<file path="src/design/nmea_sentence_parser_macros.svh">
// Assertion macros for the NMEA sentence parser.
// Clock i_clk and active-low reset i_rst_n are taken from the including module.
`ifndef NMEA_SENTENCE_PARSER_MACROS_SVH
`define NMEA_SENTENCE_PARSER_MACROS_SVH
`ifndef NO_ASSERTIONS
`define NSP_ASSERT_IMP(lbl, ante, cons) \
    lbl: assert property (@(posedge i_clk) disable iff (!i_rst_n) (ante) |-> (cons)) \
        else $error("assertion failed");
`define NSP_ASSERT_NEXT(lbl, ante, cons) \
    lbl: assert property (@(posedge i_clk) disable iff (!i_rst_n) (ante) |=> (cons)) \
        else $error("assertion failed");
`else
`define NSP_ASSERT_IMP(lbl, ante, cons)
`define NSP_ASSERT_NEXT(lbl, ante, cons)
`endif
`endif

</file>
<file path="src/design/nsp_pkg.sv">
// Shared types and constants of the NMEA sentence parser.
// No dependencies.
package nsp_pkg;

    localparam int MaxSentenceLen = 128;
    localparam int MaxFields      = 32;

    localparam logic [7:0] ChDollar = 8'h24;
    localparam logic [7:0] ChStar   = 8'h2A;
    localparam logic [7:0] ChComma  = 8'h2C;
    localparam logic [7:0] ChCr     = 8'h0D;
    localparam logic [7:0] ChLf     = 8'h0A;
    localparam logic [7:0] ChDot    = 8'h2E;
    localparam logic [7:0] ChPlus   = 8'h2B;
    localparam logic [7:0] ChMinus  = 8'h2D;
    localparam logic [7:0] ChZero   = 8'h30;
    localparam logic [7:0] ChNine   = 8'h39;
    localparam logic [7:0] ChA      = 8'h41;
    localparam logic [7:0] ChS      = 8'h53;
    localparam logic [7:0] ChW      = 8'h57;

    localparam logic [23:0] TypeRmc = 24'h524D43;
    localparam logic [23:0] TypeGga = 24'h474741;

    // accumulator value held when |x| * 1e7 saturates at 2^48-1
    localparam logic [18:0] SatHi  = 19'd281474;
    localparam logic [6:0]  SatLo  = 7'd97;
    localparam logic [29:0] SatRem = 30'd976710655;
    localparam logic [9:0]  SatF3  = 10'd671;

    localparam int FlSign = 0;
    localparam int FlDot  = 1;
    localparam int FlStop = 2;
    localparam int FlNz   = 3;

    typedef enum logic [2:0] {
        ST_OK         = 3'd0,
        ST_NO_STAR    = 3'd1,
        ST_BAD_CHECK  = 3'd2,
        ST_BAD_TYPE   = 3'd3,
        ST_FEW_FIELDS = 3'd4,
        ST_OVERFLOW   = 3'd5
    } t_status;

    typedef enum logic [1:0] {
        KIND_NONE = 2'd0,
        KIND_RMC  = 2'd1,
        KIND_GGA  = 2'd2
    } t_kind;

    typedef enum logic [2:0] {
        ROLE_NONE = 3'd0,
        ROLE_TYPE = 3'd1,
        ROLE_TIME = 3'd2,
        ROLE_CHAR = 3'd3,
        ROLE_DEC  = 3'd4,
        ROLE_INT  = 3'd5
    } t_role;

    typedef struct packed {
        logic [18:0] hi;
        logic [6:0]  lo;
        logic [29:0] rem;
        logic [9:0]  f3;
        logic        rnd;
        logic [7:0]  ival;
        logic [7:0]  flags;
    } t_acc;

    typedef struct packed {
        logic [6:0] hour;
        logic [6:0] minute;
        logic [6:0] second;
        logic [9:0] ms;
    } t_tm;

    typedef struct packed {
        logic               valid;
        t_tm                tm;
        logic [31:0]        lat_mag;
        logic               lat_neg;
        logic [31:0]        lon_mag;
        logic               lon_neg;
        logic signed [31:0] speed;
        logic signed [31:0] course;
        logic signed [31:0] alt;
        logic [7:0]         quality;
        logic [7:0]         sats;
    } t_pend;

    typedef struct packed {
        logic               valid;
        logic [30:0]        tpack;
        logic signed [31:0] lat;
        logic signed [31:0] lon;
        logic signed [31:0] speed;
        logic signed [31:0] course;
        logic signed [31:0] alt;
        logic [7:0]         quality;
        logic [7:0]         sats;
    } t_fix;

    typedef struct packed {
        logic [31:0]        coord_mag;
        logic signed [31:0] meas;
        logic [7:0]         ival;
    } t_conv;

endpackage

</file>
<file path="src/design/nmea_sentence_parser.sv">
// NMEA 0183 RMC/GGA sentence parser, top level; uses nsp_pkg, nsp_accum, nsp_convert.
// Output: a result is registered onto m_axis once the closing byte has passed through the input register.
// Throughput: one byte per cycle; a byte waits in the input register only while
// a result is held unaccepted in the output register.
// Reset: synchronous, clears all parse state and the kept fix to zero; no clearing pass.
`include "nmea_sentence_parser_macros.svh"
module nmea_sentence_parser
    import nsp_pkg::*;
(
    input  logic         i_clk,
    input  logic         i_rst_n,
    input  logic         s_axis_tvalid,
    output logic         s_axis_tready,
    input  logic [7:0]   s_axis_tdata,  // rx_byte[7:0]
    output logic         m_axis_tvalid,
    input  logic         m_axis_tready,
    // status[2:0] fix_valid[3] time_packed[34:4] latitude[66:35] longitude[98:67]
    // speed[130:99] course[162:131] fix_quality[170:163] satellites[178:171]
    // altitude[210:179], zero pad[215:211]
    output logic [215:0] m_axis_tdata,
    output logic [1:0]   m_axis_tuser   // sentence_kind[1:0]
);

    localparam logic [5:0] FldType      = 6'd0;
    localparam logic [5:0] FldTime      = 6'd1;
    localparam logic [5:0] FldRmcStatus = 6'd2;
    localparam logic [5:0] FldRmcLat    = 6'd3;
    localparam logic [5:0] FldRmcNs     = 6'd4;
    localparam logic [5:0] FldRmcLon    = 6'd5;
    localparam logic [5:0] FldRmcEw     = 6'd6;
    localparam logic [5:0] FldRmcSpeed  = 6'd7;
    localparam logic [5:0] FldRmcCourse = 6'd8;
    localparam logic [5:0] FldGgaLat    = 6'd2;
    localparam logic [5:0] FldGgaNs     = 6'd3;
    localparam logic [5:0] FldGgaLon    = 6'd4;
    localparam logic [5:0] FldGgaEw     = 6'd5;
    localparam logic [5:0] FldGgaQual   = 6'd6;
    localparam logic [5:0] FldGgaSats   = 6'd7;
    localparam logic [5:0] FldGgaAlt    = 6'd9;
    localparam logic [5:0] MinFieldIdx  = 6'd9;

    function automatic t_kind kind_of(input logic [23:0] t);
        t_kind k;
        k = KIND_NONE;
        if (t == TypeRmc) k = KIND_RMC;
        else if (t == TypeGga) k = KIND_GGA;
        return k;
    endfunction

    function automatic t_role role_of(input logic [5:0] f, input t_kind k);
        t_role r;
        r = ROLE_NONE;
        if (f == FldType) begin
            r = ROLE_TYPE;
        end else if (k == KIND_RMC) begin
            if (f == FldTime) r = ROLE_TIME;
            else if (f == FldRmcStatus || f == FldRmcNs || f == FldRmcEw) r = ROLE_CHAR;
            else if (f == FldRmcLat || f == FldRmcLon || f == FldRmcSpeed || f == FldRmcCourse)
                r = ROLE_DEC;
        end else if (k == KIND_GGA) begin
            if (f == FldTime) r = ROLE_TIME;
            else if (f == FldGgaNs || f == FldGgaEw) r = ROLE_CHAR;
            else if (f == FldGgaLat || f == FldGgaLon || f == FldGgaAlt) r = ROLE_DEC;
            else if (f == FldGgaQual || f == FldGgaSats) r = ROLE_INT;
        end
        return r;
    endfunction

    // {bad, nibble}
    function automatic logic [4:0] hex_of(input logic [7:0] c);
        logic [4:0] h;
        if (c >= ChZero && c <= ChNine) h = {1'b0, c[3:0]};
        else if ((c >= 8'h41 && c <= 8'h46) || (c >= 8'h61 && c <= 8'h66))
            h = {1'b0, 4'(c[3:0] + 4'd9)};
        else h = 5'b10000;
        return h;
    endfunction

    function automatic logic signed [31:0] coord_sat(input logic [31:0] m, input logic neg);
        logic signed [31:0] v;
        if (neg) v = $signed(32'(-m));
        else v = m[31] ? 32'sh7FFF_FFFF : $signed(m);
        return v;
    endfunction

    logic        r_in_valid;
    logic [7:0]  r_in_byte;
    logic        r_out_valid;
    t_status     r_out_status;
    t_kind       r_out_kind;
    logic        r_in_sent;
    logic [7:0]  r_byte_cnt;
    logic [7:0]  r_xor;
    logic [1:0]  r_star;
    logic [7:0]  r_rcheck;
    logic        r_bad_check;
    logic [5:0]  r_field;
    logic [7:0]  r_pos;
    logic [23:0] r_type;
    t_acc        r_acc;
    t_pend       r_pend;
    t_fix        r_kept;

    logic        n_in_sent;
    logic [7:0]  n_byte_cnt;
    logic [7:0]  n_xor;
    logic [1:0]  n_star;
    logic [7:0]  n_rcheck;
    logic        n_bad_check;
    logic [5:0]  n_field;
    logic [7:0]  n_pos;
    logic [23:0] n_type;
    t_acc        n_acc;
    t_pend       n_pend;
    t_fix        n_kept;
    logic        n_produce;
    t_status     n_status;
    t_kind       n_kind;

    logic        advance;
    t_kind       cur_kind;
    t_role       cur_role;
    t_acc        acc_char;
    t_tm         tm_char;
    logic [23:0] type_char;
    t_conv       conv;
    t_pend       fin_pend;
    logic [23:0] fin_type;
    logic        is_rmc;
    logic        is_gga;
    logic [4:0]  hex;
    t_kind       end_kind;

    assign advance       = r_in_valid && (!r_out_valid || m_axis_tready);
    assign s_axis_tready = !r_in_valid || advance;
    assign cur_kind      = kind_of(r_type);
    assign cur_role      = role_of(r_field, cur_kind);
    assign is_rmc        = (cur_kind == KIND_RMC);
    assign is_gga        = (cur_kind == KIND_GGA);
    assign hex           = hex_of(r_in_byte);

    nsp_accum u_accum (
        .i_byte (r_in_byte),
        .i_role (cur_role),
        .i_pos  (r_pos),
        .i_acc  (r_acc),
        .i_tm   (r_pend.tm),
        .i_type (r_type),
        .o_acc  (acc_char),
        .o_tm   (tm_char),
        .o_type (type_char)
    );

    nsp_convert u_convert (
        .i_acc  (r_acc),
        .o_conv (conv)
    );

    always_comb begin
        fin_pend = r_pend;
        fin_type = r_type;
        unique case (cur_role)
            ROLE_TYPE: if (r_pos != 8'd5) fin_type = '0;
            ROLE_TIME: if (r_pos < 8'd6) fin_pend.tm = '0;
            ROLE_CHAR: begin
                if (is_rmc && r_field == FldRmcStatus) begin
                    fin_pend.valid = r_acc.flags[0];
                end else if (r_acc.flags[1]) begin
                    if ((is_rmc && r_field == FldRmcNs) || (is_gga && r_field == FldGgaNs))
                        fin_pend.lat_neg = !r_pend.lat_neg;
                    else
                        fin_pend.lon_neg = !r_pend.lon_neg;
                end
            end
            ROLE_DEC: begin
                if ((is_rmc && r_field == FldRmcLat) || (is_gga && r_field == FldGgaLat)) begin
                    fin_pend.lat_mag = conv.coord_mag;
                    fin_pend.lat_neg = r_acc.flags[FlSign];
                end else if ((is_rmc && r_field == FldRmcLon) ||
                             (is_gga && r_field == FldGgaLon)) begin
                    fin_pend.lon_mag = conv.coord_mag;
                    fin_pend.lon_neg = r_acc.flags[FlSign];
                end else if (is_gga) begin
                    fin_pend.alt = conv.meas;
                end else if (r_field == FldRmcSpeed) begin
                    fin_pend.speed = conv.meas;
                end else begin
                    fin_pend.course = conv.meas;
                end
            end
            ROLE_INT: begin
                if (r_field == FldGgaQual) begin
                    fin_pend.quality = conv.ival;
                    fin_pend.valid   = r_acc.flags[FlNz];
                end else begin
                    fin_pend.sats = conv.ival;
                end
            end
            default: ;
        endcase
    end

    always_comb begin
        n_in_sent   = r_in_sent;
        n_byte_cnt  = r_byte_cnt;
        n_xor       = r_xor;
        n_star      = r_star;
        n_rcheck    = r_rcheck;
        n_bad_check = r_bad_check;
        n_field     = r_field;
        n_pos       = r_pos;
        n_type      = r_type;
        n_acc       = r_acc;
        n_pend      = r_pend;
        n_kept      = r_kept;
        n_produce   = 1'b0;
        n_status    = ST_OK;
        n_kind      = KIND_NONE;
        end_kind    = kind_of((r_star == 2'd0) ? fin_type : r_type);
        if (advance) begin
            priority if (r_in_byte == ChDollar) begin
                n_in_sent   = 1'b1;
                n_byte_cnt  = 8'd1;
                n_xor       = '0;
                n_star      = '0;
                n_rcheck    = '0;
                n_bad_check = 1'b0;
                n_field     = '0;
                n_pos       = '0;
                n_type      = '0;
                n_acc       = '0;
                n_pend      = '0;
            end else if (!r_in_sent) begin
                n_in_sent = 1'b0;
            end else if (r_in_byte == ChCr || r_in_byte == ChLf) begin
                if (r_star == 2'd0) begin
                    n_pend = fin_pend;
                    n_type = fin_type;
                end
                n_in_sent  = 1'b0;
                n_byte_cnt = '0;
                n_produce  = 1'b1;
                n_kind     = end_kind;
                priority if (r_star == 2'd0) n_status = ST_NO_STAR;
                else if (r_star != 2'd3 || r_bad_check || r_rcheck != r_xor)
                    n_status = ST_BAD_CHECK;
                else if (end_kind == KIND_NONE) n_status = ST_BAD_TYPE;
                else if (r_field < MinFieldIdx) n_status = ST_FEW_FIELDS;
                else n_status = ST_OK;
                if (n_status == ST_OK) begin
                    n_kept.valid = r_pend.valid;
                    n_kept.tpack = {r_pend.tm.hour, r_pend.tm.minute, r_pend.tm.second,
                                    r_pend.tm.ms};
                    n_kept.lat   = coord_sat(r_pend.lat_mag, r_pend.lat_neg);
                    n_kept.lon   = coord_sat(r_pend.lon_mag, r_pend.lon_neg);
                    if (end_kind == KIND_RMC) begin
                        n_kept.speed  = r_pend.speed;
                        n_kept.course = r_pend.course;
                    end else begin
                        n_kept.quality = r_pend.quality;
                        n_kept.sats    = r_pend.sats;
                        n_kept.alt     = r_pend.alt;
                    end
                end
            end else if (r_byte_cnt >= 8'(MaxSentenceLen - 1)) begin
                n_in_sent  = 1'b0;
                n_byte_cnt = '0;
                n_produce  = 1'b1;
                n_status   = ST_OVERFLOW;
                n_kind     = KIND_NONE;
            end else begin
                n_byte_cnt = 8'(r_byte_cnt + 8'd1);
                if (r_star == 2'd0) begin
                    if (r_in_byte == ChStar) begin
                        n_pend = fin_pend;
                        n_type = fin_type;
                        n_star = 2'd1;
                    end else begin
                        n_xor = r_xor ^ r_in_byte;
                        if (r_in_byte == ChComma && r_field < 6'(MaxFields - 1)) begin
                            n_pend  = fin_pend;
                            n_type  = fin_type;
                            n_field = 6'(r_field + 6'd1);
                            n_pos   = '0;
                            n_acc   = '0;
                        end else begin
                            n_acc     = acc_char;
                            n_pend.tm = tm_char;
                            n_type    = type_char;
                            if (r_pos != 8'hFF) n_pos = 8'(r_pos + 8'd1);
                        end
                    end
                end else if (r_star != 2'd3) begin
                    if (hex[4]) n_bad_check = 1'b1;
                    n_rcheck = {r_rcheck[3:0], hex[3:0]};
                    n_star   = 2'(r_star + 2'd1);
                end
            end
        end
    end

    always_ff @(posedge i_clk) begin
        if (!i_rst_n) begin
            r_in_valid  <= 1'b0;
            r_out_valid <= 1'b0;
            r_in_sent   <= 1'b0;
            r_byte_cnt  <= '0;
            r_xor       <= '0;
            r_star      <= '0;
            r_rcheck    <= '0;
            r_bad_check <= 1'b0;
            r_field     <= '0;
            r_pos       <= '0;
            r_type      <= '0;
            r_acc       <= '0;
            r_pend      <= '0;
            r_kept      <= '0;
        end else begin
            if (s_axis_tvalid && s_axis_tready) begin
                r_in_valid <= 1'b1;
            end else if (advance) begin
                r_in_valid <= 1'b0;
            end
            if (n_produce) begin
                r_out_valid <= 1'b1;
            end else if (m_axis_tready) begin
                r_out_valid <= 1'b0;
            end
            r_in_sent   <= n_in_sent;
            r_byte_cnt  <= n_byte_cnt;
            r_xor       <= n_xor;
            r_star      <= n_star;
            r_rcheck    <= n_rcheck;
            r_bad_check <= n_bad_check;
            r_field     <= n_field;
            r_pos       <= n_pos;
            r_type      <= n_type;
            r_acc       <= n_acc;
            r_pend      <= n_pend;
            r_kept      <= n_kept;
        end
    end

    always_ff @(posedge i_clk) begin
        if (s_axis_tvalid && s_axis_tready) r_in_byte <= s_axis_tdata;
        if (n_produce) begin
            r_out_status <= n_status;
            r_out_kind   <= n_kind;
        end
    end

    assign m_axis_tvalid = r_out_valid;
    assign m_axis_tuser  = r_out_kind;
    assign m_axis_tdata  = {5'b0, r_kept.alt, r_kept.sats, r_kept.quality, r_kept.course,
                            r_kept.speed, r_kept.lon, r_kept.lat, r_kept.tpack, r_kept.valid,
                            r_out_status};

    `NSP_ASSERT_NEXT(a_kept_hold, r_out_valid && !m_axis_tready, $stable(r_kept))
    `NSP_ASSERT_IMP(a_idle_count, !r_in_sent, r_byte_cnt == 8'd0)
    `NSP_ASSERT_IMP(a_count_range, r_in_sent,
                    r_byte_cnt != 8'd0 && r_byte_cnt < 8'(MaxSentenceLen))
    `NSP_ASSERT_IMP(a_overflow_kind, r_out_valid && r_out_status == ST_OVERFLOW,
                    r_out_kind == KIND_NONE)

endmodule

</file>
<file path="src/design/nsp_accum.sv">
// Per-byte update: type and flag letters, time digits, decimal and integer accumulators.
// Depends on nsp_pkg.
module nsp_accum
    import nsp_pkg::*;
(
    input  logic [7:0]  i_byte,
    input  t_role       i_role,
    input  logic [7:0]  i_pos,
    input  t_acc        i_acc,
    input  t_tm         i_tm,
    input  logic [23:0] i_type,
    output t_acc        o_acc,
    output t_tm         o_tm,
    output logic [23:0] o_type
);

    logic        is_dig;
    logic [3:0]  dig;
    logic [6:0]  comp;
    logic [6:0]  comp_n;
    logic [9:0]  ms_w;
    logic [9:0]  n10;
    logic [15:0] prod41;
    logic [3:0]  q;
    logic [9:0]  lnew10;
    logic [22:0] hinew;
    logic [2:0]  frac;
    logic [29:0] frac_w;
    logic [29:0] remn;
    logic [9:0]  f3_w;

    assign is_dig = (i_byte >= ChZero) && (i_byte <= ChNine);
    assign dig    = i_byte[3:0];
    assign frac   = i_acc.flags[5:3];

    always_comb begin
        unique case (i_pos[2:1])
            2'd0:    comp = i_tm.hour;
            2'd1:    comp = i_tm.minute;
            default: comp = i_tm.second;
        endcase
        if (i_pos[0] == 1'b0) begin
            comp_n = is_dig ? {3'b0, dig} : 7'd0;
        end else if (i_acc.flags[0] && is_dig) begin
            comp_n = 7'(comp * 7'd10 + {3'b0, dig});
        end else begin
            comp_n = comp;
        end
        priority if (i_pos == 8'd7) ms_w = 10'd100;
        else if (i_pos == 8'd8) ms_w = 10'd10;
        else ms_w = 10'd1;

        n10    = 10'({3'b0, i_acc.lo} * 10'd10 + {6'b0, dig});
        prod41 = 16'({6'b0, n10} * 16'd41);
        q      = prod41[15:12];
        lnew10 = 10'(n10 - 10'({6'b0, q} * 10'd100));
        hinew  = 23'({4'b0, i_acc.hi} * 23'd10) + {19'b0, q};

        unique case (frac)
            3'd0:    frac_w = 30'd1000000;
            3'd1:    frac_w = 30'd100000;
            3'd2:    frac_w = 30'd10000;
            3'd3:    frac_w = 30'd1000;
            3'd4:    frac_w = 30'd100;
            3'd5:    frac_w = 30'd10;
            default: frac_w = 30'd1;
        endcase
        remn = 30'(i_acc.rem + 30'({26'b0, dig} * frac_w));
        unique case (frac)
            3'd0:    f3_w = 10'd100;
            3'd1:    f3_w = 10'd10;
            3'd2:    f3_w = 10'd1;
            default: f3_w = 10'd0;
        endcase
    end

    always_comb begin
        o_acc  = i_acc;
        o_tm   = i_tm;
        o_type = i_type;
        unique case (i_role)
            ROLE_TYPE: o_type = {i_type[15:0], i_byte};
            ROLE_TIME: begin
                if (i_pos < 8'd6) begin
                    if (i_pos[0] == 1'b0) o_acc.flags[0] = is_dig;
                    unique case (i_pos[2:1])
                        2'd0:    o_tm.hour   = comp_n;
                        2'd1:    o_tm.minute = comp_n;
                        default: o_tm.second = comp_n;
                    endcase
                end else if (i_pos == 8'd6) begin
                    if (i_byte == ChDot) o_acc.flags[1] = 1'b1;
                end else if (i_pos <= 8'd9) begin
                    if (i_acc.flags[1] && !i_acc.flags[2] && is_dig) begin
                        o_tm.ms = 10'(i_tm.ms + 10'({6'b0, dig} * ms_w));
                    end else begin
                        o_acc.flags[2] = 1'b1;
                    end
                end
            end
            ROLE_CHAR: begin
                if (i_pos == 8'd0) begin
                    if (i_byte == ChA) o_acc.flags[0] = 1'b1;
                    if (i_byte == ChS || i_byte == ChW) o_acc.flags[1] = 1'b1;
                end
            end
            ROLE_DEC: begin
                if (!i_acc.flags[FlStop]) begin
                    priority if (i_pos == 8'd0 && (i_byte == ChMinus || i_byte == ChPlus)) begin
                        if (i_byte == ChMinus) o_acc.flags[FlSign] = 1'b1;
                    end else if (is_dig) begin
                        if (!i_acc.flags[FlDot]) begin
                            if (hinew > {4'b0, SatHi} ||
                                (hinew == {4'b0, SatHi} && lnew10[6:0] >= 7'd98)) begin
                                o_acc.hi  = SatHi;
                                o_acc.lo  = SatLo;
                                o_acc.rem = SatRem;
                                o_acc.f3  = SatF3;
                                o_acc.rnd = 1'b0;
                            end else begin
                                o_acc.hi  = hinew[18:0];
                                o_acc.lo  = lnew10[6:0];
                                o_acc.rem = 30'({23'b0, lnew10[6:0]} * 30'd10000000);
                            end
                        end else if (frac < 3'd7) begin
                            o_acc.flags[5:3] = 3'(frac + 3'd1);
                            if (i_acc.hi == SatHi && remn > SatRem) begin
                                o_acc.rem = SatRem;
                                o_acc.f3  = SatF3;
                                o_acc.rnd = 1'b0;
                            end else begin
                                o_acc.rem = remn;
                                o_acc.f3  = 10'(i_acc.f3 + 10'({6'b0, dig} * f3_w));
                                if (frac == 3'd3) o_acc.rnd = (dig >= 4'd5);
                            end
                        end
                    end else if (i_byte == ChDot && !i_acc.flags[FlDot]) begin
                        o_acc.flags[FlDot] = 1'b1;
                    end else begin
                        o_acc.flags[FlStop] = 1'b1;
                    end
                end
            end
            ROLE_INT: begin
                if (!i_acc.flags[FlStop]) begin
                    priority if (i_pos == 8'd0 && (i_byte == ChMinus || i_byte == ChPlus)) begin
                        if (i_byte == ChMinus) o_acc.flags[FlSign] = 1'b1;
                    end else if (is_dig) begin
                        o_acc.ival = 8'(i_acc.ival * 8'd10 + {4'b0, dig});
                        if (dig != 4'd0) o_acc.flags[FlNz] = 1'b1;
                    end else begin
                        o_acc.flags[FlStop] = 1'b1;
                    end
                end
            end
            default: ;
        endcase
    end

endmodule

</file>
<file path="src/design/nsp_convert.sv">
// Field close conversion: ddmm.mmmm to 1e-7 degree, 0.001 units with rounding, signed integers.
// Depends on nsp_pkg.
module nsp_convert
    import nsp_pkg::*;
(
    input  t_acc  i_acc,
    output t_conv o_conv
);

    logic [29:0] z;
    logic [60:0] prod;
    logic [43:0] base;
    logic [43:0] csum;
    logic [35:0] mag;
    logic        neg;

    assign neg  = i_acc.flags[FlSign];
    assign z    = i_acc.rem + 30'd30;
    assign prod = 61'({31'b0, z} * 61'd1145324613);
    assign base = 44'({25'b0, i_acc.hi} * 44'd10000000);
    assign csum = base + {19'b0, prod[60:36]};
    assign mag  = 36'({17'b0, i_acc.hi} * 36'd100000) + 36'({29'b0, i_acc.lo} * 36'd1000)
                + {26'b0, i_acc.f3} + {35'b0, i_acc.rnd};

    always_comb begin
        o_conv.coord_mag = (csum > 44'h0_8000_0000) ? 32'h8000_0000 : csum[31:0];
        if (!neg) begin
            o_conv.meas = (mag > 36'h0_7FFF_FFFF) ? 32'sh7FFF_FFFF : $signed(mag[31:0]);
        end else begin
            o_conv.meas = (mag > 36'h0_8000_0000) ? 32'sh8000_0000 : $signed(32'(-mag[31:0]));
        end
        o_conv.ival = neg ? 8'(8'd0 - i_acc.ival) : i_acc.ival;
    end

endmodule
</file>
<file path="config.mk">
export PLATFORM = sky130hd
export DESIGN_NAME = nmea_sentence_parser
export DESIGN_NICKNAME = d
export VERILOG_FILES = /design/src/design/nsp_pkg.sv /design/src/design/nmea_sentence_parser.sv /design/src/design/nsp_accum.sv /design/src/design/nsp_convert.sv
export VERILOG_INCLUDE_DIRS = /design/src /design/src/design
export SDC_FILE = /design/constraint.sdc
export NUM_CORES = 2
export LEC_CHECK = 0
export ABC_CLOCK_PERIOD_IN_PS = 20300
export BUFFER_PORTS_ARGS = -buffer_cell sky130_fd_sc_hd__buf_2
export CELL_PAD_IN_SITES_DETAIL_PLACEMENT = 1
export CELL_PAD_IN_SITES_GLOBAL_PLACEMENT = 1
export CORE_AREA = 2 2 344 346
export DETAILED_ROUTE_END_ITERATION = 16
export DIE_AREA = 0 0 346 348
export PLACE_DENSITY = 0.85
export SLEW_MARGIN = 0
export SYNTH_ARGS = -nofsm -noshare
export SYNTH_HDL_FRONTEND = slang
export SYNTH_HIERARCHICAL = 1
export SYNTH_SLANG_ARGS = --single-unit
</file>
<file path="constraint.sdc">
create_clock -name i_clk -period 20.3 [get_ports i_clk]
set_input_delay 3.045 -clock i_clk [delete_from_list [all_inputs] [get_ports i_clk]]
set_output_delay 3.045 -clock i_clk [all_outputs]
set_load 0.01 [all_outputs]
</file>
## After elaboration in Yosys (flattened, before gate mapping)

Index checks and enable logic that the tools add are counted.

- Reductions and logical operators: 111
- $add $sub $neg: 23
- Multiply operators: 14
- Bitwise operators: 6
- Order comparisons: 19
- Equal/unequal tests: 84
- Muxes and demuxes: 212

Operator list:

| operator | count |
|---|---|
| 210-bit 2-to-1 mux | 7 |
| 83-bit 2-to-1 mux | 7 |
| 32-bit 2-to-1 mux | 11 |
| 67-bit 2-to-1 mux | 4 |
| 24-bit 2-to-1 mux | 11 |
| 8-bit 2-to-1 mux | 31 |
| 96-bit 2-to-1 mux | 2 |
| 31-bit 2-to-1 mux | 6 |
| 178-bit 2-to-1 mux | 1 |
| 129-bit 2-to-1 mux | 1 |
| 41-bit 2-to-1 mux | 3 |
| 20-bit case mux with 6 select lines | 1 |
| 24-bit by 23-bit equality test with 1-bit output, second input constant | 4 |
| 32-bit negation | 3 |
| 3-bit 2-to-1 mux | 23 |
| 33-bit 2-to-1 mux | 2 |
| 64-bit 2-to-1 mux | 1 |
| 30-bit by 31-bit multiplier with 61-bit output, second input constant | 1 |
| 56-bit 2-to-1 mux | 1 |
| 10-bit 2-to-1 mux | 5 |
| 8-bit by 6-bit equality test with 1-bit output, second input constant | 6 |
| 6-bit 2-to-1 mux | 8 |
| 1-bit 2-to-1 mux | 47 |
| 5-bit nonzero test | 9 |
| 112 further kinds | 274 |

- Flip-flop bits (word level): 580
- Output and inout port bits: 220

## Logic depth before layout (Yosys ltp)

- Word-level depth: 25
- Depth in mapped cells: 51
- Depth with buffers taken out: 51

## Modules after synthesis

Netlist, hierarchy kept.

By module, submodules not included:

| module | area each (um2) | cells an instance | instances | sequential area each (um2) |
|---|---|---|---|---|
| nsp_convert | 24279.5 | 2835 | 1 | 0.0 |
| nmea_sentence_parser | 23700.2 | 2844 | 1 | 11781.3 |
| nsp_accum | 13556.8 | 1776 | 1 | 0.0 |

## Worst setup path before layout

OpenSTA, ideal clock, no wires.

- Kind: register to register
- Start point: reg r_acc[28] (netlist bit)
- End point: reg r_pend[173] (netlist bit)
- Library setup time: 70 ps
- Arrival: 11829 ps
- Cell stages (with the launch flop): 47
- Buffers on the path: 3
- Clock period less this slack: 11899 ps
- Setup slack: 8401 ps
- Cells stage by stage: dfxtp_1 inv_1 ha_1 nand2_1 nand3_1 nor3_1 nand2_1 nor3_1 nand3_1 xnor2_1 ha_1 fa_1 inv_1 fa_1 inv_1 fa_1 fa_1 fa_1 [11 not listed] o21a_1 nor2_1 xnor2_1 ha_1 nand2_1 a2111oi_0 o31ai_1 a31oi_1 nand2_1 nor4b_1 mux2i_1 a31oi_1 or4b_1 buf_2 buf_6 nor3_1 nand3_1 a21oi_1

RTL lines:

| what | line | text |
|---|---|---|
| from (decl) | nmea_sentence_parser.sv:100 | `t_acc r_acc;` |
| from (signal assigned) | nmea_sentence_parser.sv:338 | `r_acc <= n_acc;` |
| to (signal assigned) | nmea_sentence_parser.sv:339 | `r_pend <= n_pend;` |
| to (decl) | nmea_sentence_parser.sv:101 | `t_pend r_pend;` |

==> parameters.txt <==
Parameter                              Value

Status
  Run status    finished clean

Critical path
  Largest stage delay on the critical path    around 0.9 ns
  Buffers plus inverters on the worst setup path    5
  Arrival time at the worst endpoint    14.80 ns
  Reg2Reg Setup Slack    6.04 ns
  Required time at the endpoint of the critical path    ~21 ns
  Worst Path Max Fanout    32
  Critical Setup Path Class    register to register
  CP Capture Type    register
  Crit-path leading delay family    adder cells
  CP startpoint kind    register
  Master of the slowest instance on the critical path    sky130_fd_sc_hd__a2111oi_0

GRT
  Wire length of the first global-routing pass    between 300000 and 400000 um
  Number of antenna violations at the first check in global routing    5
  Via count of the first global-routing pass    59600
  Largest net degree at the start of global routing    between 150 and 200
  Remaining global-route overflow    0
  Total track usage    0.343

Timing
  Hold Violations, Final    0
  Post-layout minimum cycle time    14.26 ns
  Fmax    70.1 MHz
  Total negative slack for setup checks    0 ns
  Unrepaired setup endpoints after global routing    no
  Number of pins with negative max-slew slack in the final report    0
  Final setup violation count    0
  Worst relative slew slack    0.183
  Clock Skews    0.0469 ns
  Part of the cycle the worst path needs    0.702
  Measured slew at the worst slew-check pin    1.23 ns

Power and ir drop
  Final total power    2.75 mW
  Leakage power    about 32 nW
  Power density cells    41.7 nW/um2
  Peak supply drop    44.7 uV

Clock tree
  CTS max path bufs    3
  Post-CTS Setup Inserts    0
  Hold_buf cts    0
  Cell at the root of the clock tree    sky130_fd_sc_hd__clkbuf_16
  Clock tree from TritonCTS    done
  Clock slew at reported path FFs    0.06 ns
  H-tree lvl count    3
  Post-cts gate resize count    0
  TritonCTS Sinks    580
  TritonCTS buffer count    67
  Clock latency on the worst-skew pair    0.68 ns

Detailed routing
  Post-DR vias/cell    between 6 and 7
  DR iter-0 viols    4122
  First-pass detailed-route iteration total    6
  DRC violation count after routing    0
  Overall routed net length    approximately 210000 um
  Average detailed-routed wire length per instance    23.3 um
  Total via count in the routed design    56100
  Antenna violation net count after detailed routing    0

Placed design
  HPWL after detailed placement    roughly 170000 um
  Count of buffers inserted at the top-level ports    226
  Final weighted congestion of routability-driven global placement    0.961

Synth
  Average cell area after synthesis    8.25 um2
  Post-Syn Area    61500 um2
  Gate count of the mapped netlist    7445
  YS warnings    6

Die
  Initial standard-cell utilization of the core    0.525
  Standard cell core area    117000 um2
  Number of core rows    126
  Width of the die    around 350 um
  Die height    348 um
  Total Die Area    ~120000 um2
  Top-level I/O count    about 230

Finish
  Synthesis-to-finish area growth    7.36%
  Filler cell count in the final layout    14200
  Utilization after layout    0.564
  Ratio of cells with drive above 1 in the final layout    0.0817
  Net total in the final layout    8778

Min path
  Worst min-delay path category    register to register

Job
  Max_cap viols    0
==> worst register-to-register path: cells and delay by family, from the launching register on <==
| family | cells | cell delay (ns) |
|---|---|---|
| flip-flops | 1 | 0.43 |
| adder cells (fa/ha/maj) | 10 | 4.46 |
| multiplexers | 1 | 0.28 |
| AO/OA/AOI/OAI | 12 | 3.31 |
| buffers and inverters | 5 | 0.94 |
| AND/OR/NAND/NOR | 15 | 4.32 |
| XOR/XNOR | 2 | 0.37 |
==> power by group <==
group	total [mW]	switching, mW	leakage [nW]	internal [mW]
Sequential	1.15	0.00259	4.70	1.14
Clock	1.30	0.536	1.12	0.764
Combinational	0.303	0.202	26.1	0.101
==> through the flow <==
step	cells	instance area [um2]	setup slack (ns)	hold slack, ns
global route	9075	66000	4.99	0.464
floorplan	7449	61500	8.40	0.432
CTS	9075	66000	6.14	0.451
global placement	8954	63700	6.64	0.435
finish	9076	66000	6.04	0.448
detailed placement	8954	63700	6.28	0.442
==> registers in the layout (all words and copies together) (netlist names), 8 cells and up <==
signal	flops
r_pend	210
r_acc	81
r_rcheck	8
r_type	24
r_xor	8
r_byte_cnt	8
r_in_byte	8
m_axis_tdata	208
r_pos	8
==> path summary, 6_finish.rpt <==
path / cells past startpoint / startpoint / to
setup reg to reg: 45 / r_acc[28] / r_pend[133]
setup / recovery: 45 / r_acc[28] / r_pend[133]
hold reg to reg: 2 / m_axis_tdata[177] / m_axis_tdata[177]
hold / removal: 2 / m_axis_tdata[177] / m_axis_tdata[177]
==> routing by layer <==
| layer | vias up | GRT usage | share of wire |
|---|---|---|---|
| met1 | 28000 | 0.436 | 0.42 |
| met5 | - | 0 | 0 |
| li1 | 25700 | - | - |
| met2 | 1885 | 0.579 | 0.47 |
| met3 | 519 | 0.0443 | 0.057 |
| met4 | 0 | 0.160 | 0.049 |
==> cell usage in the layout (no fill, tap or decap), types with 171 or more instances in the layout <==
cell type                   n
sky130_fd_sc_hd__a21oi_1  641
sky130_fd_sc_hd__buf_2    226
sky130_fd_sc_hd__dfxtp_1  566
sky130_fd_sc_hd__fa_1     390
sky130_fd_sc_hd__ha_1     889
sky130_fd_sc_hd__inv_1    854
sky130_fd_sc_hd__nand2_1  947
sky130_fd_sc_hd__nand3_1  183
sky130_fd_sc_hd__nor2_1   466
sky130_fd_sc_hd__nor3_1   181
sky130_fd_sc_hd__o21ai_0  188
sky130_fd_sc_hd__xnor2_1  195
sky130_fd_sc_hd__xor2_1   171
==> final cells by class <==
type	count	area, um2	share of cell area
Inverter	860	3240	0.0490
Timing Repair Buffer	282	1560	0.0237
Clock inverter	24	407	0.00616
Antenna cell	1	2.50	0.0000379
Tap cell	1536	1920	0.0291
Multi-Input combinational cell	5696	45200	0.685
Clock buffer	97	1910	0.0289
Sequential cell	580	11700	0.178
Note: power is estimated with default switching activity, not from simulation.
